File: src/rtl/bracket_match_finder_core_defines.svh
// ----------------------------------------------------------------------------
// Assertion macros for the bracket match finder
// Concurrent assertion wrappers that compile away when ASSERT_OFF is defined.
// ----------------------------------------------------------------------------
`ifndef BRACKET_MATCH_FINDER_CORE_DEFINES_SVH
`define BRACKET_MATCH_FINDER_CORE_DEFINES_SVH

`ifndef ASSERT_OFF
`define BMF_ASSERT(label, clk, rst_n, prop, msg) \
    label: assert property (@(posedge clk) disable iff (!rst_n) (prop)) else $error(msg);
`define BMF_ASSERT_NEVER(label, clk, rst_n, expr, msg) \
    label: assert property (@(posedge clk) disable iff (!rst_n) !(expr)) else $error(msg);
`else
`define BMF_ASSERT(label, clk, rst_n, prop, msg)
`define BMF_ASSERT_NEVER(label, clk, rst_n, expr, msg)
`endif

`endif

File: src/rtl/bmf_pkg.sv
// ----------------------------------------------------------------------------
// Bracket match finder package
// Character codes, bracket kinds, queue operation codes, status codes, types.
// ----------------------------------------------------------------------------
package bmf_pkg;

    localparam int BYTE_W   = 8;
    localparam int STATUS_W = 3;
    localparam int MATCH_W  = 20;
    localparam int KIND_W   = 2;
    localparam int OPC_W    = 2;

    localparam logic [BYTE_W-1:0] CH_LPAREN  = 8'h28;
    localparam logic [BYTE_W-1:0] CH_LBRACK  = 8'h5B;
    localparam logic [BYTE_W-1:0] CH_LBRACE  = 8'h7B;
    localparam logic [BYTE_W-1:0] CH_RPAREN  = 8'h29;
    localparam logic [BYTE_W-1:0] CH_RBRACK  = 8'h5D;
    localparam logic [BYTE_W-1:0] CH_RBRACE  = 8'h7D;
    localparam logic [BYTE_W-1:0] CH_SEMI    = 8'h3B;
    localparam logic [BYTE_W-1:0] CH_QUOTE   = 8'h22;
    localparam logic [BYTE_W-1:0] CH_BSLASH  = 8'h5C;
    localparam logic [BYTE_W-1:0] CH_NEWLINE = 8'h0A;

    localparam logic [KIND_W-1:0] KIND_PAREN = 2'd0;
    localparam logic [KIND_W-1:0] KIND_BRACK = 2'd1;
    localparam logic [KIND_W-1:0] KIND_BRACE = 2'd2;
    localparam logic [KIND_W-1:0] KIND_NONE  = 2'd3;

    localparam logic [OPC_W-1:0] OP_PUSH = 2'd0;
    localparam logic [OPC_W-1:0] OP_POP  = 2'd1;
    localparam logic [OPC_W-1:0] OP_LAST = 2'd2;

    localparam logic [STATUS_W-1:0] ST_FOUND      = 3'd0;
    localparam logic [STATUS_W-1:0] ST_NOT_CLOSER = 3'd1;
    localparam logic [STATUS_W-1:0] ST_OVERFLOW   = 3'd2;
    localparam logic [STATUS_W-1:0] ST_STRAY      = 3'd3;
    localparam logic [STATUS_W-1:0] ST_MISMATCH   = 3'd4;
    localparam logic [STATUS_W-1:0] ST_NONE_OPEN  = 3'd5;
    localparam logic [STATUS_W-1:0] ST_WRONG_KIND = 3'd6;
    localparam logic [STATUS_W-1:0] ERR_NONE      = 3'd0;

    localparam int OPQ_DEPTH = 4;
    localparam int OPQ_PTR_W = 2;
    localparam int OPQ_CNT_W = 3;

    typedef struct packed {
        logic [OPC_W-1:0]  code;
        logic [KIND_W-1:0] kind;
    } t_op_ctrl;

    typedef struct packed {
        logic full;
        logic empty;
    } t_q_status;

    function automatic logic [KIND_W-1:0] opener_kind(input logic [BYTE_W-1:0] b);
        logic [KIND_W-1:0] k;
        case (b)
            CH_LPAREN: k = KIND_PAREN;
            CH_LBRACK: k = KIND_BRACK;
            CH_LBRACE: k = KIND_BRACE;
            default:   k = KIND_NONE;
        endcase
        return k;
    endfunction

    function automatic logic [KIND_W-1:0] closer_kind(input logic [BYTE_W-1:0] b);
        logic [KIND_W-1:0] k;
        case (b)
            CH_RPAREN: k = KIND_PAREN;
            CH_RBRACK: k = KIND_BRACK;
            CH_RBRACE: k = KIND_BRACE;
            default:   k = KIND_NONE;
        endcase
        return k;
    endfunction

endpackage

File: src/rtl/bmf_stream_if.sv
// ----------------------------------------------------------------------------
// Bracket match finder channels
// Valid/ready channels for text bytes in and match results out.
// ----------------------------------------------------------------------------
interface bmf_in_if;
    logic                       valid;
    logic                       ready;
    logic [bmf_pkg::BYTE_W-1:0] text_byte;
    logic                       is_closer_byte;

    modport source (output valid, output text_byte, output is_closer_byte, input ready);
    modport sink   (input valid, input text_byte, input is_closer_byte, output ready);
endinterface


File: src/rtl/bmf_front.sv
// ----------------------------------------------------------------------------
// Bracket match finder front end
// Tracks comments, strings and escapes, numbers bytes, and queues stack ops.
// ----------------------------------------------------------------------------
module bmf_front #(
    parameter int POSITION_BITS = 20
) (
    input  logic                     i_clk,
    input  logic                     i_rst_n,
    bmf_in_if.sink                   i_in_ch,
    input  bmf_pkg::t_q_status       i_q_stat,
    output logic                     o_q_push,
    output bmf_pkg::t_op_ctrl        o_q_ctrl,
    output logic [POSITION_BITS-1:0] o_q_pos
);

    logic [POSITION_BITS-1:0] r_pos, n_pos;
    logic                     r_skip, n_skip;
    logic                     r_comment, n_comment;
    logic                     r_string, n_string;
    logic                     accept;
    logic [bmf_pkg::BYTE_W-1:0] b;
    logic [bmf_pkg::KIND_W-1:0] open_k;
    logic [bmf_pkg::KIND_W-1:0] close_k;

    assign i_in_ch.ready = !i_q_stat.full;
    assign accept        = i_in_ch.valid && i_in_ch.ready;
    assign b             = i_in_ch.text_byte;
    assign open_k        = bmf_pkg::opener_kind(b);
    assign close_k       = bmf_pkg::closer_kind(b);
    assign o_q_pos       = r_pos;

    always_comb begin
        n_pos          = r_pos;
        n_skip         = r_skip;
        n_comment      = r_comment;
        n_string       = r_string;
        o_q_push       = 1'b0;
        o_q_ctrl.code  = bmf_pkg::OP_PUSH;
        o_q_ctrl.kind  = open_k;
        if (accept) begin
            n_pos = r_pos + 1'b1;
            if (i_in_ch.is_closer_byte) begin
                // The last item ends the scan and restarts numbering.
                o_q_push      = 1'b1;
                o_q_ctrl.code = bmf_pkg::OP_LAST;
                o_q_ctrl.kind = close_k;
                n_pos         = '0;
                n_skip        = 1'b0;
                n_comment     = 1'b0;
                n_string      = 1'b0;
            end else if (r_skip) begin
                n_skip = 1'b0;
            end else if (r_comment) begin
                if (b == bmf_pkg::CH_NEWLINE) begin
                    n_comment = 1'b0;
                end
            end else if (r_string) begin
                if (b == bmf_pkg::CH_BSLASH) begin
                    n_skip = 1'b1;
                end else if (b == bmf_pkg::CH_QUOTE) begin
                    n_string = 1'b0;
                end
            end else if (b == bmf_pkg::CH_SEMI) begin
                n_comment = 1'b1;
            end else if (b == bmf_pkg::CH_QUOTE) begin
                n_string = 1'b1;
            end else if (b == bmf_pkg::CH_BSLASH) begin
                n_skip = 1'b1;
            end else if (open_k != bmf_pkg::KIND_NONE) begin
                o_q_push = 1'b1;
            end else if (close_k != bmf_pkg::KIND_NONE) begin
                o_q_push      = 1'b1;
                o_q_ctrl.code = bmf_pkg::OP_POP;
                o_q_ctrl.kind = close_k;
            end
        end
    end

    always_ff @(posedge i_clk) begin
        if (!i_rst_n) begin
            r_pos     <= '0;
            r_skip    <= 1'b0;
            r_comment <= 1'b0;
            r_string  <= 1'b0;
        end else begin
            r_pos     <= n_pos;
            r_skip    <= n_skip;
            r_comment <= n_comment;
            r_string  <= n_string;
        end
    end

endmodule

File: src/flat_wrapper.sv
// flat-port wrapper written by rule: the top's interface ports become plain ports
module bmf_front_flat 
#(
    parameter int POSITION_BITS = 20
)
  (i_clk, i_rst_n, i_q_stat, o_q_push, o_q_ctrl, o_q_pos, i_in_ch_valid, i_in_ch_text_byte, i_in_ch_is_closer_byte, i_in_ch_ready);
  bmf_in_if i_in_ch_i ();
  input  logic i_clk;
  input  logic i_rst_n;
  input  bmf_pkg::t_q_status i_q_stat;
  output logic o_q_push;
  output bmf_pkg::t_op_ctrl o_q_ctrl;
  output logic [POSITION_BITS-1:0] o_q_pos;
  input wire logic [$bits(i_in_ch_i.valid)-1:0] i_in_ch_valid;
  input wire logic [$bits(i_in_ch_i.text_byte)-1:0] i_in_ch_text_byte;
  input wire logic [$bits(i_in_ch_i.is_closer_byte)-1:0] i_in_ch_is_closer_byte;
  output wire logic [$bits(i_in_ch_i.ready)-1:0] i_in_ch_ready;
  assign i_in_ch_i.valid = i_in_ch_valid;
  assign i_in_ch_i.text_byte = i_in_ch_text_byte;
  assign i_in_ch_i.is_closer_byte = i_in_ch_is_closer_byte;
  assign i_in_ch_ready = i_in_ch_i.ready;
  bmf_front #(.POSITION_BITS(POSITION_BITS)) u_core (.i_clk(i_clk), .i_rst_n(i_rst_n), .i_in_ch(i_in_ch_i), .i_q_stat(i_q_stat), .o_q_push(o_q_push), .o_q_ctrl(o_q_ctrl), .o_q_pos(o_q_pos));
endmodule
File: config.mk
export PLATFORM = sky130hd
export DESIGN_NAME = bmf_front_flat
export DESIGN_NICKNAME = d
export VERILOG_FILES = /design/src/rtl/bracket_match_finder_core_defines.svh /design/src/rtl/bmf_pkg.sv /design/src/rtl/bmf_stream_if.sv /design/src/rtl/bmf_front.sv /design/src/flat_wrapper.sv
export SDC_FILE = /design/constraint.sdc
export NUM_CORES = 1
export LEC_CHECK = 0
export BUFFER_PORTS_ARGS = -buffer_cell sky130_fd_sc_hd__buf_2
export CAP_MARGIN = 10
export CORE_MARGIN = 4
export CORE_UTILIZATION = 54
export DETAILED_ROUTE_END_ITERATION = 12
export PLACE_DENSITY = 0.83
export SLEW_MARGIN = 30
export SYNTH_ARGS = -nofsm -noshare
export SYNTH_HDL_FRONTEND = slang
export SYNTH_SLANG_ARGS = --single-unit
File: constraint.sdc
create_clock -name i_clk -period 3.5 [get_ports i_clk]
set_input_delay 0.35 -clock i_clk [delete_from_list [all_inputs] [get_ports i_clk]]
set_output_delay 0.35 -clock i_clk [all_outputs]
set_load 0.02 [all_outputs]
[After elaboration in Yosys (flattened, before gate mapping)]
Cells that the tools add are included.
Word-level totals
  bits in registers: 23
  word-level logic and storage cells: 67
  output and inout port bits: 26
Cells by class
  add/subtract/negate cells: 1
  equality and inequality tests: 14
  reductions and logical operators: 4
  multiplexer cells: 44
Operators by type and width (number)
  equality test 8 x 7 -> 1 bit (second input constant): 5
  two-way mux 4 bit: 9
  equality test 8 x 6 -> 1 bit (second input constant): 4
  two-way mux 1 bit: 31
  adder 20 x 1 -> 20 bit (second input constant): 1
  two-way mux 20 bit: 1
  case mux 2 bit (3 select lines): 2
  equality test 8 x 4 -> 1 bit (second input constant): 1
  inequality test 2 bit (second input constant): 4
  two-way mux 3 bit: 1
  AND reduction 3 bit: 1
  AND reduction 2 bit: 1
  logical AND 1 bit: 1
  logical NOT 1 bit: 1

[Depth between registers and ports, before layout]
  depth in word-level cells: 13
  gate-level depth with buffers: 6

[Least setup slack after synthesis]
No wires, ideal clock.
  path type: input port to output port
  start: in i_in_ch_text_byte[4]
  end: out o_q_ctrl[2] in the netlist's numbering
  cell stages on the path: 5
  arrival time: 2.182 ns
  data required time: 3.150 ns
  path slack: 0.968 ns
  buffers on the path: 1
  cell sequence: buf_6 nand3_1 nor4_1 or3_1 a2111oi_0
RTL lines
  from (decl): line flat_wrapper.sv:15  | input wire logic [$bits(i_in_ch_i.text_byte)-1:0] i_in_ch_text_byte;
  to (decl): line flat_wrapper.sv:12  | output bmf_pkg::t_op_ctrl o_q_ctrl;

==> run summary <==
Worst r2r src: u_core.o_q_pos[4]
CTS sink count: 23
Pwr Total: 0.0004370 W
Root buf cell: clkbuf_4
Register area: 460.4 um2
Max Root-Sink Buffers: 2
Final min period: 2.447 ns
Top FF cell, synth: dfxtp_1
Setup TNS: 0 ns
Setup Skew: 0.002169 ns
Critical Path RT: 3.15 ns
Endpoints failing setup: 0
Vias per cell: 5.642
Post-Syn Nets: 176
Max Freq: 408.7 MHz
Routed via count: 1275
Status: complete, no violations
Final wirelength: 3.030 mm
Detailed placer's ending HPWL: 2.282 mm
Residual DRC count: 0
Post-synth EDFFs: 0
Vias in the first global route: 1191
Port Buffers: 38
CP Max Fanout: 4
Core ar.: 2276 um2
Clk slew on worst S/H paths: 0.12 ns
Post-route clock period utilization: 69.91%
Hold Fails Final Rpt: 0
Netlist Area Pre-Place: 1325 um2
Layout area overhead: 17.09%
Die height: 57.54 um
Arr. time, crit path: 2.10 ns
Rows: 17
Pleak: 0.6271 nW
Detailed-router iteration count before antenna repair: 4
PostCTS Resize Cnt: 0
Worst reg2reg path depth: 5
Diodes inserted: 0
Synth Instances: 161
Endpoint class of the critical path: primary output
Overall die area: 3310 um2
Area of the multi-input gates: 827.0 um2
Global-route wire length before repair: 4.954 mm
Filler cell count: 205
Critical path origin: u_core.r_string
DR WL/cell: 13.41 um
GR Util All Layers: 18.55%
Crit path capture: o_q_ctrl[2]
Grt total ovfl: 0
Die Width: 57.54 um
Post CTS Setup Buffer Count: 0
Most common cell after layout, fill and taps aside: buf_2
Total CTS buffers: 3
Share of cells above drive strength 1: 26.77%
Crit Path Class: flop to primary output
Fin. max-slew vios: 0
FFs w/ async S/R, synth: 0%
Startpoint Class: flop
Yosys warns: 0
Sequential-to-total area share from yosys stat: 34.75%
Number of synthesized register bits: 23
Gpl congestion: 0.9219
R2R Setup Slk: 1.60 ns
Largest net degree at the start of global routing: 21
Post-Layout Inst Area: 1551 um2
CTS tree: yes
Commonest non-fill, non-tap cells in the layout: buf_2 (38), nor2_1 (24), dfxtp_1 (23)
Initial antenna violation count: 0
Distinct cells, synth: 42
RSZ-0062 raised after global routing: false
Starting density of the core: 58.22%
# H-tree levels: 1
Worst Hold Class: primary input to flop
MaxCap Viol Count: 0
Placed inst area: 1524 um2
Post-CTS Hold Buffers: 0
Iter 0 DRT Violations: 31
Clock latency on the worst-skew pair: 0.32 ns
Synthesized area per cell: 8.230 um2
Io pins: 40
Power Density: 281.6 nW/um2
Final #Nets: 214
Worst R2R End: u_core.o_q_pos[13]
Final ANT Viol Nets: 0
Maximum VDD drop: 0.0002468 V
Worst relative slew slack: 47.74%
Worst Max-Slew Pin Slew: 0.7767 ns
metrics by stage:
| stage | worst slack [ns] | hold WS [ns] | util [%] | instances |
|---|---|---|---|---|
| after floorplan | 0.9676 | 0.4667 | - | 161 |
| after global placement | 1.203 | 0.4850 | 66.96 | 222 |
| after detailed placement | 1.171 | 0.4987 | 66.96 | 222 |
| after CTS | 1.072 | 0.3021 | 68.17 | 226 |
| after global routing | 0.9685 | 0.2963 | 68.17 | 226 |
| final | 1.053 | 0.2964 | 68.17 | 226 |
metal layers:
layer | vias up | global-route usage [%] | part of all wire (%)
met3 | 9 | 3.846 | 6.0
met2 | 40 | 32.26 | 48
li1 | 641 | - | -
met1 | 585 | 20.85 | 43
met4 | 0 | 10.26 | 3.0
met5 | - | 0 | 0
where the power goes:
part           switching (W)  internal, W
sequential        0.00000156     0.000263
combinational      0.0000310    0.0000164
clock              0.0000823    0.0000429
total               0.000115     0.000322
critical path: stages, from the launching register on:
cell and delay, ns:
dfxtp_1 0.35, or3_1 0.38, or3_1 0.37, a2111oi_0 0.43, buf_2 0.24
sequential cells by signal, indices dropped and copies added (netlist names):
signal and flops:
u_core.r_comment 1, u_core.o_q_pos 20, u_core.r_string 1, u_core.r_skip 1
how the worst min path moves through the flow:
stage                          startpoint                end  cells after the start
final                             i_rst_n      u_core.r_skip                      2
after global routing              i_rst_n  u_core.o_q_pos[3]                      2
after CTS                         i_rst_n      u_core.r_skip                      2
after detailed placement  u_core.r_string    u_core.r_string                      2
after global placement    u_core.r_string    u_core.r_string                      2
after floorplan           u_core.r_string    u_core.r_string                      2
cells in the mapped netlist (2+ instances only):
cell type / count / area share [%]
nand3_1: 11 / 4.2
or3_1: 6 / 2.8
a21boi_0: 2 / 1.1
nand4_1: 3 / 1.4
nand3b_1: 4 / 2.3
inv_1: 3 / 0.85
a2111oi_0: 2 / 1.3
o21ai_0: 4 / 1.5
nor3_1: 4 / 1.5
a21oi_4: 2 / 2.5
nor2b_1: 2 / 0.94
and4_1: 3 / 2.0
nor4_1: 5 / 2.4
dfxtp_1: 23 / 35
nand2_1: 15 / 4.2
xor2_1: 13 / 8.6
nor2_1: 24 / 6.8
clkbuf_1: 4 / 1.1
nand2b_1: 2 / 0.94
or2_2: 3 / 1.4
xnor2_1: 5 / 3.3
kinds of logic after synthesis:
logic type      synth area share, %
simple gates                  36.92
flops                         34.75
compound gates                11.90
xor+xnor                      11.90
buf+inv                       2.832
mux                          0.7555
fa+ha+maj                    0.9441
final cells by class:
type,count,share of cell area (%)
clock buffer,3,1.452
clock inverter,1,0.3226
inverter,3,0.7258
multi-input combinational,130,53.31
sequential,23,29.68
tap,28,2.258
timing repair buffer,38,12.26
No activity file was read; power rests on OpenSTA's default activity.
