==> src/rtl/bracket_match_finder_core_defines.svh <==
// ----------------------------------------------------------------------------
// Assertion macros for the bracket match finder
// Concurrent assertion wrappers that compile away when ASSERT_OFF is defined.
// ----------------------------------------------------------------------------
`ifndef BRACKET_MATCH_FINDER_CORE_DEFINES_SVH
`define BRACKET_MATCH_FINDER_CORE_DEFINES_SVH

`ifndef ASSERT_OFF
`define BMF_ASSERT(label, clk, rst_n, prop, msg) \
    label: assert property (@(posedge clk) disable iff (!rst_n) (prop)) else $error(msg);
`define BMF_ASSERT_NEVER(label, clk, rst_n, expr, msg) \
    label: assert property (@(posedge clk) disable iff (!rst_n) !(expr)) else $error(msg);
`else
`define BMF_ASSERT(label, clk, rst_n, prop, msg)
`define BMF_ASSERT_NEVER(label, clk, rst_n, expr, msg)
`endif

`endif

==> src/rtl/bmf_pkg.sv <==
// ----------------------------------------------------------------------------
// Bracket match finder package
// Character codes, bracket kinds, queue operation codes, status codes, types.
// ----------------------------------------------------------------------------
package bmf_pkg;

    localparam int BYTE_W   = 8;
    localparam int STATUS_W = 3;
    localparam int MATCH_W  = 20;
    localparam int KIND_W   = 2;
    localparam int OPC_W    = 2;

    localparam logic [BYTE_W-1:0] CH_LPAREN  = 8'h28;
    localparam logic [BYTE_W-1:0] CH_LBRACK  = 8'h5B;
    localparam logic [BYTE_W-1:0] CH_LBRACE  = 8'h7B;
    localparam logic [BYTE_W-1:0] CH_RPAREN  = 8'h29;
    localparam logic [BYTE_W-1:0] CH_RBRACK  = 8'h5D;
    localparam logic [BYTE_W-1:0] CH_RBRACE  = 8'h7D;
    localparam logic [BYTE_W-1:0] CH_SEMI    = 8'h3B;
    localparam logic [BYTE_W-1:0] CH_QUOTE   = 8'h22;
    localparam logic [BYTE_W-1:0] CH_BSLASH  = 8'h5C;
    localparam logic [BYTE_W-1:0] CH_NEWLINE = 8'h0A;

    localparam logic [KIND_W-1:0] KIND_PAREN = 2'd0;
    localparam logic [KIND_W-1:0] KIND_BRACK = 2'd1;
    localparam logic [KIND_W-1:0] KIND_BRACE = 2'd2;
    localparam logic [KIND_W-1:0] KIND_NONE  = 2'd3;

    localparam logic [OPC_W-1:0] OP_PUSH = 2'd0;
    localparam logic [OPC_W-1:0] OP_POP  = 2'd1;
    localparam logic [OPC_W-1:0] OP_LAST = 2'd2;

    localparam logic [STATUS_W-1:0] ST_FOUND      = 3'd0;
    localparam logic [STATUS_W-1:0] ST_NOT_CLOSER = 3'd1;
    localparam logic [STATUS_W-1:0] ST_OVERFLOW   = 3'd2;
    localparam logic [STATUS_W-1:0] ST_STRAY      = 3'd3;
    localparam logic [STATUS_W-1:0] ST_MISMATCH   = 3'd4;
    localparam logic [STATUS_W-1:0] ST_NONE_OPEN  = 3'd5;
    localparam logic [STATUS_W-1:0] ST_WRONG_KIND = 3'd6;
    localparam logic [STATUS_W-1:0] ERR_NONE      = 3'd0;

    localparam int OPQ_DEPTH = 4;
    localparam int OPQ_PTR_W = 2;
    localparam int OPQ_CNT_W = 3;

    typedef struct packed {
        logic [OPC_W-1:0]  code;
        logic [KIND_W-1:0] kind;
    } t_op_ctrl;

    typedef struct packed {
        logic full;
        logic empty;
    } t_q_status;

    function automatic logic [KIND_W-1:0] opener_kind(input logic [BYTE_W-1:0] b);
        logic [KIND_W-1:0] k;
        case (b)
            CH_LPAREN: k = KIND_PAREN;
            CH_LBRACK: k = KIND_BRACK;
            CH_LBRACE: k = KIND_BRACE;
            default:   k = KIND_NONE;
        endcase
        return k;
    endfunction

    function automatic logic [KIND_W-1:0] closer_kind(input logic [BYTE_W-1:0] b);
        logic [KIND_W-1:0] k;
        case (b)
            CH_RPAREN: k = KIND_PAREN;
            CH_RBRACK: k = KIND_BRACK;
            CH_RBRACE: k = KIND_BRACE;
            default:   k = KIND_NONE;
        endcase
        return k;
    endfunction

endpackage

==> src/rtl/bmf_op_fifo.sv <==
// ----------------------------------------------------------------------------
// Bracket match finder operation queue
// Short FIFO that decouples the front end from the stack engine.
// ----------------------------------------------------------------------------
module bmf_op_fifo #(
    parameter int WIDTH = 24
) (
    input  logic               i_clk,
    input  logic               i_rst_n,
    input  logic               i_push,
    input  logic [WIDTH-1:0]   i_wr_data,
    input  logic               i_pop,
    output logic [WIDTH-1:0]   o_rd_data,
    output bmf_pkg::t_q_status o_stat
);

    logic [WIDTH-1:0]                r_mem [bmf_pkg::OPQ_DEPTH];
    logic [bmf_pkg::OPQ_PTR_W-1:0]   r_wr_ptr, n_wr_ptr;
    logic [bmf_pkg::OPQ_PTR_W-1:0]   r_rd_ptr, n_rd_ptr;
    logic [bmf_pkg::OPQ_CNT_W-1:0]   r_count, n_count;
    logic                            do_push;
    logic                            do_pop;

    assign o_stat.full  = (r_count == bmf_pkg::OPQ_CNT_W'(bmf_pkg::OPQ_DEPTH));
    assign o_stat.empty = (r_count == '0);
    assign do_push      = i_push && !o_stat.full;
    assign do_pop       = i_pop && !o_stat.empty;
    assign o_rd_data    = r_mem[r_rd_ptr];

    always_comb begin
        n_wr_ptr = do_push ? r_wr_ptr + 1'b1 : r_wr_ptr;
        n_rd_ptr = do_pop  ? r_rd_ptr + 1'b1 : r_rd_ptr;
        n_count  = r_count;
        if (do_push && !do_pop) begin
            n_count = r_count + 1'b1;
        end else if (do_pop && !do_push) begin
            n_count = r_count - 1'b1;
        end
    end

    always_ff @(posedge i_clk) begin
        if (do_push) begin
            r_mem[r_wr_ptr] <= i_wr_data;
        end
    end

    always_ff @(posedge i_clk) begin
        if (!i_rst_n) begin
            r_wr_ptr <= '0;
            r_rd_ptr <= '0;
            r_count  <= '0;
        end else begin
            r_wr_ptr <= n_wr_ptr;
            r_rd_ptr <= n_rd_ptr;
            r_count  <= n_count;
        end
    end

endmodule

==> config.mk <==
export PLATFORM = sky130hd
export DESIGN_NAME = bmf_op_fifo
export DESIGN_NICKNAME = d
export VERILOG_FILES = /design/src/rtl/bracket_match_finder_core_defines.svh /design/src/rtl/bmf_pkg.sv /design/src/rtl/bmf_op_fifo.sv
export SDC_FILE = /design/constraint.sdc
export NUM_CORES = 1
export LEC_CHECK = 0
export BUFFER_PORTS_ARGS = -buffer_cell sky130_fd_sc_hd__buf_2
export CELL_PAD_IN_SITES_DETAIL_PLACEMENT = 1
export CELL_PAD_IN_SITES_GLOBAL_PLACEMENT = 2
export CORE_ASPECT_RATIO = 0.7
export CORE_UTILIZATION = 44
export CTS_CLUSTER_SIZE = 24
export DETAILED_ROUTE_END_ITERATION = 10
export PLACE_DENSITY = 0.86
export SLEW_MARGIN = 20
export SYNTH_ARGS = -nofsm -noshare
export SYNTH_HDL_FRONTEND = slang
export SYNTH_SLANG_ARGS = --single-unit
==> constraint.sdc <==
create_clock -name i_clk -period 2.4 [get_ports i_clk]
set_input_delay 0.48 -clock i_clk [delete_from_list [all_inputs] [get_ports i_clk]]
set_output_delay 0.48 -clock i_clk [all_outputs]
set_load 0.02 [all_outputs]
### After elaboration in Yosys (flattened, before gate mapping)

Memories as Yosys holds them, arrays and structs flattened. A register that Yosys moved wholly into a read port is not among the register bits.
Cells that the tools add are included.

| storage, ports and cells | value |
|---|---|
| bits in registers | 7 |
| latch bits | 0 |
| memory bits (writable) | 96 |
| ROM bits | 0 |
| output and inout bits | 26 |
| word-level logic and storage cells | 25 |
| memories | 1 |

| operators by class | value |
|---|---|
| add/subtract/negate cells | 4 |
| $mul | 0 |
| div/mod/pow operators | 0 |
| magnitude comparators | 0 |
| equality and inequality tests | 1 |
| shifts and indexed selects | 0 |
| multiplexer cells | 6 |
| bitwise logic cells | 0 |
| reduce and logical (&&, ||, !) cells | 10 |

Memories:

| name | depth | width | rd ports | clocked after Yosys merged registers in | wr ports | line | RTL |
|---|---|---|---|---|---|---|---|
| r_mem | 4 | 24 | 1 | 1 | 1 | bmf_op_fifo.sv:17 | `logic [WIDTH-1:0] r_mem [bmf_pkg::OPQ_DEPTH];` |

Operators with widths:

| operator | count |
|---|---|
| $mux 3 | 2 |
| $add 2x1->2 const B | 2 |
| $logic_and 1x1->1 | 4 |
| $logic_not 1->1 | 4 |
| $mux 2 | 2 |
| $add 3x1->3 const B | 1 |
| $eq 3x3->1 const B | 1 |
| $logic_not 3->1 | 1 |
| $sub 3x1->3 const B | 1 |
| $mux 1 | 2 |
| $reduce_bool 2->1 | 1 |

### Depth between registers and ports, before layout

Gate-level depths: netlist of the first run.

| depth | value |
|---|---|
| depth in word-level cells | 7 |
| mapped depth | 9 |

### Worst setup path before layout of the first run

OpenSTA, ideal clock, no wires.

| path | value |
|---|---|
| path kind | register to register |
| start | reg r_count[0] (netlist name) |
| end | reg r_count[2] (netlist name) |
| arrival time | 2.000 ns |
| required time | 2.330 ns |
| path slack | 0.330 ns |
| cell stages (with the launch flop) | 10 |
| period minus slack after synthesis | 2.070 ns |
| path through | dfxtp_1 > nor3b_2 > nor2b_1 > buf_6 > ha_1 > inv_1 > fa_1 > xor2_1 > or3_1 > a21boi_1 |

RTL lines:

| item | line | RTL |
|---|---|---|
| from (decl) | bmf_op_fifo.sv:20 | `logic [bmf_pkg::OPQ_CNT_W-1:0] r_count, n_count;` |
| from (signal assigned) | bmf_op_fifo.sv:55 | `r_count <= n_count;` |

==> metrics.md, run 1 <==
| Metric | Value |
|---|---|
| Worst rel slew slack | 73.5% |
| Worst hold-check path type | input port to flip-flop |
| Flip-flop and latch count after synthesis | 105 |
| Minimum clock period after layout | 2.12 ns |
| Register-to-register setup slack | 0.29 ns |
| Sort of element at the end of the critical path | output port |
| Share of cells above drive strength 1 | 42.2% |
| Start point of the worst min-delay path | i_wr_data[4] |
| Kind of launch point of the worst setup path | flip-flop |
| Worst path buffer plus inverter count | 2 |
| Vias in the first global route | 1,953 |
| Core box area | 8620 um^2 |
| # setup viols final | 0 |
| Initial DRC count | 109 |
| FMAX | 0.472 GHz |
| Net count, final | 273 |
| Cell with the biggest individual delay on the critical path | sky130_fd_sc_hd__mux4_2 |
| Number of resized instances in the post-cts repair step | 0 |
| Global-route wire length before repair | 10,600 um |
| Post-synthesis cell count | 174 |
| Mean instance size in the synthesized netlist | 22.9 um^2 |
| Highest net fanout along the worst path | 24 |
| Detailed-route DRC error count | 0 |
| Number of clock sinks | 105 |
| Final Skew | 0.00621 ns |
| Die area | 9430 um^2 |
| Count of placed standard cells including taps | 348 |
| Maximum single-stage delay on the critical path | 0.55 ns |
| Final weighted congestion of routability-driven global placement | 0.738 |
| Instance count along the most critical hold path | 1 |
| Highest-count cells in the layout ignoring fill and taps | sky130_fd_sc_hd__edfxtp_1 (96), sky130_fd_sc_hd__buf_2 (53), sky130_fd_sc_hd__mux4_2 (24), sky130_fd_sc_hd__clkbuf_16 (9) |
| Count of maximum capacitance violations | 0 |
| Post-synth net total | 208 |
| Clock buffers created by TritonCTS | 9 |
| Area growth from synthesis to layout | 17.2% |
| Depth of the most critical reg-to-reg path | 7 |
| Power density normalized to cell area | 1070 nW/um^2 |
| Setup repair after global routing missed its margin | false |
| Hold violation count in the final report | 0 |
| Input/output buffers | 53 |
| Clock tree from TritonCTS | yes |
| Peak supply drop | 427 uV |
| Die Ht | 81.6 um |
| Detail-routed net length per standard cell | 18.8 um |
| R2R Path End | r_count[2]$_SDFFE_PN0P_ |
| Distinct cell type count of the synthesized netlist | 24 |
| Cell type group with the largest total delay on the critical path | multiplexers |
| CTS clk-pin slew, worst paths | 0.07 ns |
| Critical path required time | 1.92 ns |
| Maximum number of pins on one net before global-route repair | 25 |
| Origin of the critical flop-to-flop path | r_count[1]$_SDFFE_PN0P_ |
| Post-CTS Setup Repair Bufs | 0 |
| Setup Crit Path Kind | flip-flop to output port |
| Antenna violations before repair | 0 |
| DIE WIDTH | 116 um |
| Clk buf depth | 2 |
| Ant diodes | 0 |
| WHS Endpoint | r_mem[3][4]$_DFFE_PP_ |
| Starting density of the core | 46.2% |
| Total count of max-transition violations in the final report | 0 |
| Cell Rows | 28 |
| Total wirelength of the detailed-routed design | 6830 um |
| Number of filler instances in the final layout | 791 |
| DRT Pass-1 Iters | 4 |
| Hold-fix buffers, CTS | 0 |
| Leakage power | 1.60 nW |
| Number of vias per cell after detailed routing | 5.03 |
| Non-Filler Instances | 364 |
| Clock Latency Late Sink | 0.34 ns |
| Cell breakdown of the critical path | buf_12 -> mux4_2 -> buf_2 |
| Overall track demand over capacity in global routing | 16.0% |
| Worst endpoint data arrival time | 1.64 ns |
| Fraction of the cycle the final worst path needs | 88.3% |
| Netlist area before placement | 3980 um^2 |
| Routed via count | 1,830 |
| Total power draw | 5.01 mW |
| Most common cell after layout, fill and taps aside | sky130_fd_sc_hd__edfxtp_1 |
| Actual transition at the worst max-transition pin | 0.398 ns |
| I/O pin total | 54 |
| Sequential cell area fraction in the yosys report | 77.0% |
| Post-route ant nets | 0 |
| Result of the run | finished, final reports clean |
| TNS Setup | 0 ns |
| H-tree levels | 3 |
| Synth Warn # | 0 |
| Total congestion overflow | 0 |
| Cell chosen for the clock root | sky130_fd_sc_hd__clkbuf_16 |
## cell usage after synthesis
master / instances / area share (%)
sky130_fd_sc_hd__nor3b_2: 1 / 0.31
sky130_fd_sc_hd__nand2_1: 4 / 0.38
sky130_fd_sc_hd__clkbuf_1: 1 / 0.094
sky130_fd_sc_hd__o31ai_2: 1 / 0.31
sky130_fd_sc_hd__a21boi_1: 1 / 0.19
sky130_fd_sc_hd__inv_1: 3 / 0.28
sky130_fd_sc_hd__mux4_2: 24 / 14
sky130_fd_sc_hd__ha_1: 5 / 1.6
sky130_fd_sc_hd__nor3_1: 1 / 0.13
sky130_fd_sc_hd__edfxtp_1: 96 / 72
sky130_fd_sc_hd__buf_6: 2 / 0.57
sky130_fd_sc_hd__xnor2_1: 3 / 0.66
sky130_fd_sc_hd__xor2_1: 1 / 0.22
sky130_fd_sc_hd__and2_1: 8 / 1.3
sky130_fd_sc_hd__fa_1: 1 / 0.50
sky130_fd_sc_hd__o21ai_0: 1 / 0.13
sky130_fd_sc_hd__mux2i_1: 3 / 0.75
sky130_fd_sc_hd__buf_2: 2 / 0.25
sky130_fd_sc_hd__buf_12: 2 / 1.0
sky130_fd_sc_hd__nor2b_1: 2 / 0.31
sky130_fd_sc_hd__o311ai_1: 1 / 0.22
sky130_fd_sc_hd__clkbuf_2: 1 / 0.13
sky130_fd_sc_hd__or3_1: 1 / 0.16
sky130_fd_sc_hd__dfxtp_1: 9 / 4.5
## per-stage QoR
stage	setup slack, ns	cell area, um^2	hold slack (ns)	utilization [%]
2_1_floorplan	0.330	3980	0.468	-
3_3_place_gp	0.393	4390	0.486	51.0
3_5_place_dp	0.273	4390	0.503	51.0
4_1_cts	0.248	4660	0.348	54.1
5_1_grt	0.159	4660	0.352	54.1
6_report	0.282	4660	0.358	54.1
## logic make-up after synthesis
| logic type | Yosys count | share of synthesized area (%) |
|---|---|---|
| compound gates | 4 | 0.849 |
| xor+xnor | 4 | 0.881 |
| fa+ha+maj | 6 | 2.08 |
| buf+inv | 11 | 2.33 |
| flops | 105 | 77.0 |
| mux | 27 | 14.3 |
| simple gates | 17 | 2.55 |
## routing by layer
layer	GRT usage [%]	wire length (um)	up-vias
met2	25.6	3350	45
met3	4.65	276	10
met1	21.2	3120	941
li1	-	-	834
met5	0	0	-
met4	5.38	80	0
## where the power goes
| part | internal [mW] | leakage [nW] | switching (mW) | total, mW |
|---|---|---|---|---|
| logic | 0.612 | 0.519 | 0.753 | 1.37 |
| clock network | 0.701 | 0.127 | 0.619 | 1.32 |
| registers | 2.23 | 0.954 | 0.0935 | 2.32 |
## registers in the layout (all words and copies together) (netlist names), named ones only
| name | count |
|---|---|
| r_wr_ptr | 2 |
| r_rd_ptr | 2 |
| r_mem | 96 |
| r_count | 3 |
## worst max-delay path by stage
stage                                 start  depth (start not counted)                 endpoint
floorplan           r_count[0]$_SDFFE_PN0P_                          9  r_count[2]$_SDFFE_PN0P_
global placement                     i_push                          8  r_count[2]$_SDFFE_PN0P_
detailed placement  r_count[1]$_SDFFE_PN0P_                          7  r_count[2]$_SDFFE_PN0P_
CTS                               flip-flop                          3            o_rd_data[17]
global route        r_count[1]$_SDFFE_PN0P_                          7  r_count[2]$_SDFFE_PN0P_
finish                            flip-flop                          3             o_rd_data[1]
## worst reg2reg max path, delay by kind of cell (launching register included)
| family | cells | cell delay, ns |
|---|---|---|
| simple gates | 1 | 0.30 |
| fa+ha+maj | 2 | 0.62 |
| compound gates | 2 | 0.51 |
| flops | 1 | 0.40 |
| xor+xnor | 1 | 0.16 |
| buf+inv | 1 | 0.06 |
## layout make-up
type / count / area, um^2 / share of cell area [%]
Clock buffer: 9 / 225 / 4.83
Clock inverter: 7 / 45.0 / 0.966
Inverter: 3 / 11.3 / 0.241
Multi-Input combinational cell: 58 / 823 / 17.7
Sequential cell: 105 / 3060 / 65.7
Tap cell: 120 / 150 / 3.22
Timing Repair Buffer: 62 / 345 / 7.40
No activity file was read; power rests on OpenSTA's default activity.
==> run 2: changes to the inputs <==
--- a/config.mk
+++ b/config.mk
@@ -8,11 +8,10 @@
 export BUFFER_PORTS_ARGS = -buffer_cell sky130_fd_sc_hd__buf_2
 export CELL_PAD_IN_SITES_DETAIL_PLACEMENT = 1
 export CELL_PAD_IN_SITES_GLOBAL_PLACEMENT = 2
-export CORE_ASPECT_RATIO = 0.7
-export CORE_UTILIZATION = 44
+export CORE_UTILIZATION = 39
 export CTS_CLUSTER_SIZE = 24
 export DETAILED_ROUTE_END_ITERATION = 10
-export PLACE_DENSITY = 0.86
+export PLACE_DENSITY = 0.81
 export SLEW_MARGIN = 20
 export SYNTH_ARGS = -nofsm -noshare
 export SYNTH_HDL_FRONTEND = slang
==> constraint.sdc (replaced) <==
create_clock -name i_clk -period 1.7 [get_ports i_clk]
set_input_delay 0.34 -clock i_clk [delete_from_list [all_inputs] [get_ports i_clk]]
set_output_delay 0.34 -clock i_clk [all_outputs]
set_load 0.02 [all_outputs]
==> metrics.md, run 2 (synthesized netlist as in run 1, its figures left out) <==
| Metric | Value |
|---|---|
| Result of the run | finished, violations left |
| Violations in the final reports | setup timing |
| Worst endpoint data arrival time | 1.61 ns |
| Maximum single-stage delay on the critical path | 0.53 ns |
| Core box area | 9820 um^2 |
| Ant diodes | 0 |
| Clk buf depth | 2 |
| Top flop regs | r_mem (96), r_count (3) |
| Die Ht | 103 um |
| Overall track demand over capacity in global routing | 14.6% |
| Worst hold-check path type | input port to flip-flop |
| Sort of element at the end of the critical path | output port |
| Starting density of the core | 40.5% |
| Area occupied by multi-input gates | 871 um^2 |
| Setup repair after global routing missed its margin | true |
| # setup viols final | 25 |
| Leakage power | 1.76 nW |
| DRT Pass-1 Iters | 4 |
| Net count, final | 291 |
| Initial DRC count | 41 |
| Origin of the critical flop-to-flop path | r_count[2]$_SDFFE_PN0P_ |
| Detailed-route DRC error count | 0 |
| Peak supply drop | 798 uV |
| Number of clock sinks | 105 |
| Depth of the most critical reg-to-reg path | 8 |
| Final core occ | 51.8% |
| H-tree levels | 3 |
| Clock Latency Late Sink | 0.35 ns |
| Minimum clock period after layout | 1.95 ns |
| Post-route ant nets | 0 |
| Critical path required time | 1.36 ns |
| Cell type group with the largest total delay on the critical path | multiplexers |
| Clock buffers created by TritonCTS | 9 |
| Area growth from synthesis to layout | 27.8% |
| Antenna violations before repair | 0 |
| Most flops, register | r_mem |
| Number of filler instances in the final layout | 911 |
| Area taken by flip-flops and latches | 3080 um^2 |
| WP depth | 3 |
| Maximum number of pins on one net before global-route repair | 25 |
| Count of maximum capacitance violations | 0 |
| Hold-fix buffers, CTS | 0 |
| Final Skew | 0.0114 ns |
| CTS clk-pin slew, worst paths | 0.11 ns |
| Fraction of the cycle the final worst path needs | 115% |
| Worst path buffer plus inverter count | 2 |
| R2R Path End | r_count[2]$_SDFFE_PN0P_ |
| Highest net fanout along the worst path | 8 |
| Min Hold Slack | 0.195 ns |
| Cell breakdown of the critical path | buf_12 -> mux4_2 -> buf_6 |
| Vias in the first global route | 2,028 |
| DIE WIDTH | 103 um |
| Most common cell after layout, fill and taps aside | sky130_fd_sc_hd__edfxtp_1 |
| Cell with the biggest individual delay on the critical path | sky130_fd_sc_hd__mux4_2 |
| Setup slack after layout | -0.255 ns |
| Detail-routed net length per standard cell | 18.3 um |
| Global-route wire length before repair | 10,800 um |
| Input/output buffers | 53 |
| Setup Crit Path Kind | flip-flop to output port |
| Final weighted congestion of routability-driven global placement | 0.709 |
| Clock tree from TritonCTS | yes |
| Register-to-register setup slack | -0.18 ns |
| Cell Rows | 36 |
| Share of cells above drive strength 1 | 51.5% |
| Number of vias per cell after detailed routing | 4.78 |
| Actual transition at the worst max-transition pin | 0.320 ns |
| Hold violation count in the final report | 0 |
| Highest-count cells in the layout ignoring fill and taps | sky130_fd_sc_hd__edfxtp_1 (96), sky130_fd_sc_hd__buf_2 (29), sky130_fd_sc_hd__buf_6 (26), sky130_fd_sc_hd__mux4_2 (24), sky130_fd_sc_hd__buf_4 (15) |
| End of the critical path | o_rd_data[12] |
| Kind of launch point of the worst setup path | flip-flop |
| Total congestion overflow | 0 |
| Total wirelength of the detailed-routed design | 7240 um |
| Die area | 10,600 um^2 |
| DP HPWL | 4780 um |
| FMAX | 0.512 GHz |
| I/O pin total | 54 |
| Max FFs per register | 96 |
| Power density normalized to cell area | 1470 nW/um^2 |
| Total count of max-transition violations in the final report | 0 |
| Routed via count | 1,889 |
| Cell chosen for the clock root | sky130_fd_sc_hd__clkbuf_8 |
| Worst rel slew slack | 78.4% |
run 2: worst register-to-register path, cell delays in order (launching register included):
cell	delay, ns
sky130_fd_sc_hd__dfxtp_4	0.37
sky130_fd_sc_hd__nor3b_4	0.15
sky130_fd_sc_hd__nor2b_2	0.19
sky130_fd_sc_hd__ha_4	0.17
sky130_fd_sc_hd__inv_2	0.03
sky130_fd_sc_hd__fa_2	0.32
sky130_fd_sc_hd__xor2_1	0.15
sky130_fd_sc_hd__or3_1	0.30
sky130_fd_sc_hd__a21boi_1	0.12
run 2: worst min path at each step:
stage / start / to / cells after the start
global placement: r_wr_ptr[0]$_SDFFE_PN0P_ / r_wr_ptr[0]$_SDFFE_PN0P_ / 2
finish: i_wr_data[10] / r_mem[1][10]$_DFFE_PP_ / 1
CTS: i_wr_data[10] / r_mem[2][10]$_DFFE_PP_ / 1
floorplan: i_wr_data[0] / r_mem[0][0]$_DFFE_PP_ / 0
detailed placement: r_wr_ptr[0]$_SDFFE_PN0P_ / r_wr_ptr[0]$_SDFFE_PN0P_ / 2
global route: i_wr_data[10] / r_mem[1][10]$_DFFE_PP_ / 1
run 2: area by class of cell:
type                       instances  area share (%)
sequential                       105            60.5
clock inverter                     7            1.43
tap                              133            3.27
clock buffer                       9            2.44
multi-input combinational         58            17.1
timing repair buffer              80            15.1
inverter                           3           0.221
run 2: routing by layer:
metal / track usage [%] / vias to the layer above / part of all wire (%)
met2: 26.3 / 39 / 56
li1: - / 871 / -
met1: 17.1 / 974 / 41
met5: 0 / - / 0
met3: 3.80 / 5 / 3.0
met4: 4.23 / 0 / 0.61
run 2: power breakdown:
group	internal, mW	total (mW)	switching [mW]	leakage, nW
clock network	0.579	1.48	0.898	0.0970
registers	3.16	3.31	0.150	0.956
logic	1.50	2.71	1.21	0.709
total	5.24	7.49	2.25	1.76
run 2: metrics by stage:
step	power, mW	worst slack, ns	cells	setup TNS [ns]	area (um^2)
floorplan	4.82	-0.172	174	-0.272	4010
global placement	5.51	-0.166	372	-0.166	4600
detailed placement	5.55	-0.246	372	-0.246	4600
CTS	7.21	-0.312	391	-6.60	4900
global route	7.88	-0.339	395	-7.86	5090
finish	7.49	-0.255	395	-5.80	5090
run 2: what timing repair did:
item,in CTS,in global routing
setup endpoints to repair,26,117
buffers inserted,3,3
gates cloned,0,4
hold endpoints to repair,0,0
gates resized for setup,26,33
pin swaps,1,2
==> run 3: changes to the inputs <==
--- a/config.mk
+++ b/config.mk
@@ -11,6 +11,7 @@
 export CORE_UTILIZATION = 39
 export CTS_CLUSTER_SIZE = 24
 export DETAILED_ROUTE_END_ITERATION = 10
+export GPL_TIMING_DRIVEN = 0
 export PLACE_DENSITY = 0.81
 export SLEW_MARGIN = 20
 export SYNTH_ARGS = -nofsm -noshare
==> metrics.md, run 3 (synthesized netlist as in run 1, its figures left out) <==
| Metric | Value |
|---|---|
| Origin of the critical flop-to-flop path | r_count[2]$_SDFFE_PN0P_ |
| Detailed-route DRC error count | 0 |
| Top flop regs | r_mem (96), r_count (3) |
| Non-Filler Instances | 393 |
| Sequential Power Share | 43.8% |
| Net switching power | 2.26 mW |
| Number of filler instances in the final layout | 919 |
| Minimum clock period after layout | 2.02 ns |
| Hold-fix buffers, CTS | 0 |
| Total power draw | 7.49 mW |
| Antenna violations before repair | 0 |
| Highest net fanout along the worst path | 7 |
| Die Ht | 103 um |
| Setup repair after global routing missed its margin | true |
| I/O pin total | 54 |
| FMAX | 0.496 GHz |
| Clk buf depth | 2 |
| Number of clock sinks | 105 |
| Logic gate share of total power | 37.3% |
| Worst endpoint data arrival time | 1.68 ns |
| Vias in the first global route | 2,076 |
| DRT Pass-1 Iters | 4 |
| Initial DRC count | 81 |
| Depth of the most critical reg-to-reg path | 9 |
| Number of vias per cell after detailed routing | 4.92 |
| Peak supply drop | 524 uV |
| CTS clk-pin slew, worst paths | 0.10 ns |
| Most common cell after layout, fill and taps aside | sky130_fd_sc_hd__edfxtp_1 |
| Setup Crit Path Kind | flip-flop to output port |
| Routed via count | 1,932 |
| Critical path required time | 1.36 ns |
| Total congestion overflow | 0 |
| Net count, final | 289 |
| Clock share of power | 18.8% |
| Highest-count cells in the layout ignoring fill and taps | sky130_fd_sc_hd__edfxtp_1 (96), sky130_fd_sc_hd__buf_2 (28), sky130_fd_sc_hd__buf_6 (25), sky130_fd_sc_hd__mux4_2 (24), sky130_fd_sc_hd__buf_4 (14) |
| Worst hold-check path type | input port to flip-flop |
| Count of maximum capacitance violations | 0 |
| Hold violation count in the final report | 0 |
| Area growth from synthesis to layout | 25.2% |
| Start point of the worst min-delay path | i_wr_data[23] |
| Input/output buffers | 52 |
| R2R Path End | r_count[2]$_SDFFE_PN0P_ |
| Sort of element at the end of the critical path | output port |
| Clock tree from TritonCTS | yes |
| Global-route wire length before repair | 10,800 um |
| WHS Endpoint | r_mem[3][23]$_DFFE_PP_ |
| # setup viols final | 25 |
| Count of placed standard cells including taps | 359 |
| Maximum number of pins on one net before global-route repair | 25 |
| Final Skew | 0.00951 ns |
| Cell chosen for the clock root | sky130_fd_sc_hd__clkbuf_8 |
| Final weighted congestion of routability-driven global placement | 0.697 |
| Max FFs per register | 96 |
| Post-route ant nets | 0 |
| Overall track demand over capacity in global routing | 14.5% |
| Violations in the final reports | setup timing |
| Power density normalized to cell area | 1500 nW/um^2 |
| H-tree levels | 3 |
| Kind of launch point of the worst setup path | flip-flop |
| DIE WIDTH | 103 um |
| Share of cells above drive strength 1 | 50.0% |
| Clock Latency Late Sink | 0.36 ns |
| Fraction of the cycle the final worst path needs | 119% |
| Worst rel slew slack | 76.2% |
| Total count of max-transition violations in the final report | 0 |
| Instance count along the most critical hold path | 1 |
| Detail-routed net length per standard cell | 19.5 um |
| Actual transition at the worst max-transition pin | 0.357 ns |
| Ant diodes | 0 |
| Cell Rows | 36 |
| Die area | 10,600 um^2 |
| Most flops, register | r_mem |
| Total wirelength of the detailed-routed design | 7650 um |
| Placement-stage worst setup slack | -0.249 ns |
| DP HPWL | 4310 um |
| Core box area | 9820 um^2 |
| Clock buffers created by TritonCTS | 9 |
| Net switching fraction of the power | 30.2% |
| Setup slack after layout | -0.316 ns |
| Result of the run | finished, violations left |
| Leakage power | 1.71 nW |
| Cell Int Power | 5.23 mW |
| Register-to-register setup slack | -0.21 ns |
| Starting density of the core | 40.5% |
[run 3: power by group through the flow]
| stage | Sequential, mW | Combinational [mW] | Clock (mW) |
|---|---|---|---|
| floorplan | 3.30 | 1.51 | 0 |
| global placement | 3.33 | 2.03 | 0 |
| detailed placement | 3.35 | 2.06 | 0 |
| global route | 3.31 | 3.00 | 1.53 |
| CTS | 3.29 | 2.50 | 1.44 |
| finish | 3.28 | 2.80 | 1.41 |
[run 3: worst max-delay path by stage]
stage | startpoint | end | slack (ns) | cells after the start
2_1_floorplan | r_count[2]$_SDFFE_PN0P_ | r_count[2]$_SDFFE_PN0P_ | -0.17 | 9
5_1_grt | flip-flop | o_rd_data[6] | -0.37 | 4
6_report | flip-flop | o_rd_data[6] | -0.32 | 4
4_1_cts | flip-flop | o_rd_data[16] | -0.38 | 4
3_5_place_dp | r_count[1]$_SDFFE_PN0P_ | r_count[2]$_SDFFE_PN0P_ | -0.25 | 7
3_3_place_gp | r_count[1]$_SDFFE_PN0P_ | r_count[2]$_SDFFE_PN0P_ | -0.23 | 7
[run 3: timing repair]
| item | in CTS | in global routing |
|---|---|---|
| gates cloned | 1 | 5 |
| buffers inserted | 9 | 3 |
| gates resized for setup | 37 | 29 |
| endpoints found under the setup margin | 122 | 123 |
| pin swaps | 0 | 5 |
[run 3: final cells by class]
type                            count  area, um^2  area share, %
Timing Repair Buffer               66         553           11.1
Multi-Input combinational cell     62         903           18.1
Tap cell                          133         166           3.34
Inverter                            3        11.3          0.226
Clock buffer                       10         128           2.56
Buffer                              8        95.1           1.91
Sequential cell                   105        3080           61.7
Clock inverter                      6        48.8          0.980
[run 3: routing by layer]
layer  wire [um]  up-vias  share of wire [%]  GRT usage, %
met4          78        0                1.0          4.55
met1        3230     1000                 42          17.2
met3         415        6                5.4          4.81
li1            -      868                  -             -
met2        3930       58                 51          25.0
met5           0        -                  0             0
[run 3: per-stage QoR]
step                      instance area (um^2)  utilization (%)  TNS (ns)  hold WS [ns]
after floorplan                           4010                -    -0.272         0.439
after global placement                    4440             45.2     -8.73         0.483
after detailed placement                  4440             45.2     -8.01         0.498
after CTS                                 4820             49.1     -8.01         0.168
after global routing                      4980             50.7     -8.69         0.162
final                                     4980             50.7     -7.13         0.186
[run 3: critical path, cell delays in order (launching register included)]
cell and delay (ns):
sky130_fd_sc_hd__dfxtp_2 0.36, sky130_fd_sc_hd__buf_12 0.14, sky130_fd_sc_hd__clkbuf_16 0.16, sky130_fd_sc_hd__mux4_2 0.51
sky130_fd_sc_hd__buf_6 0.15
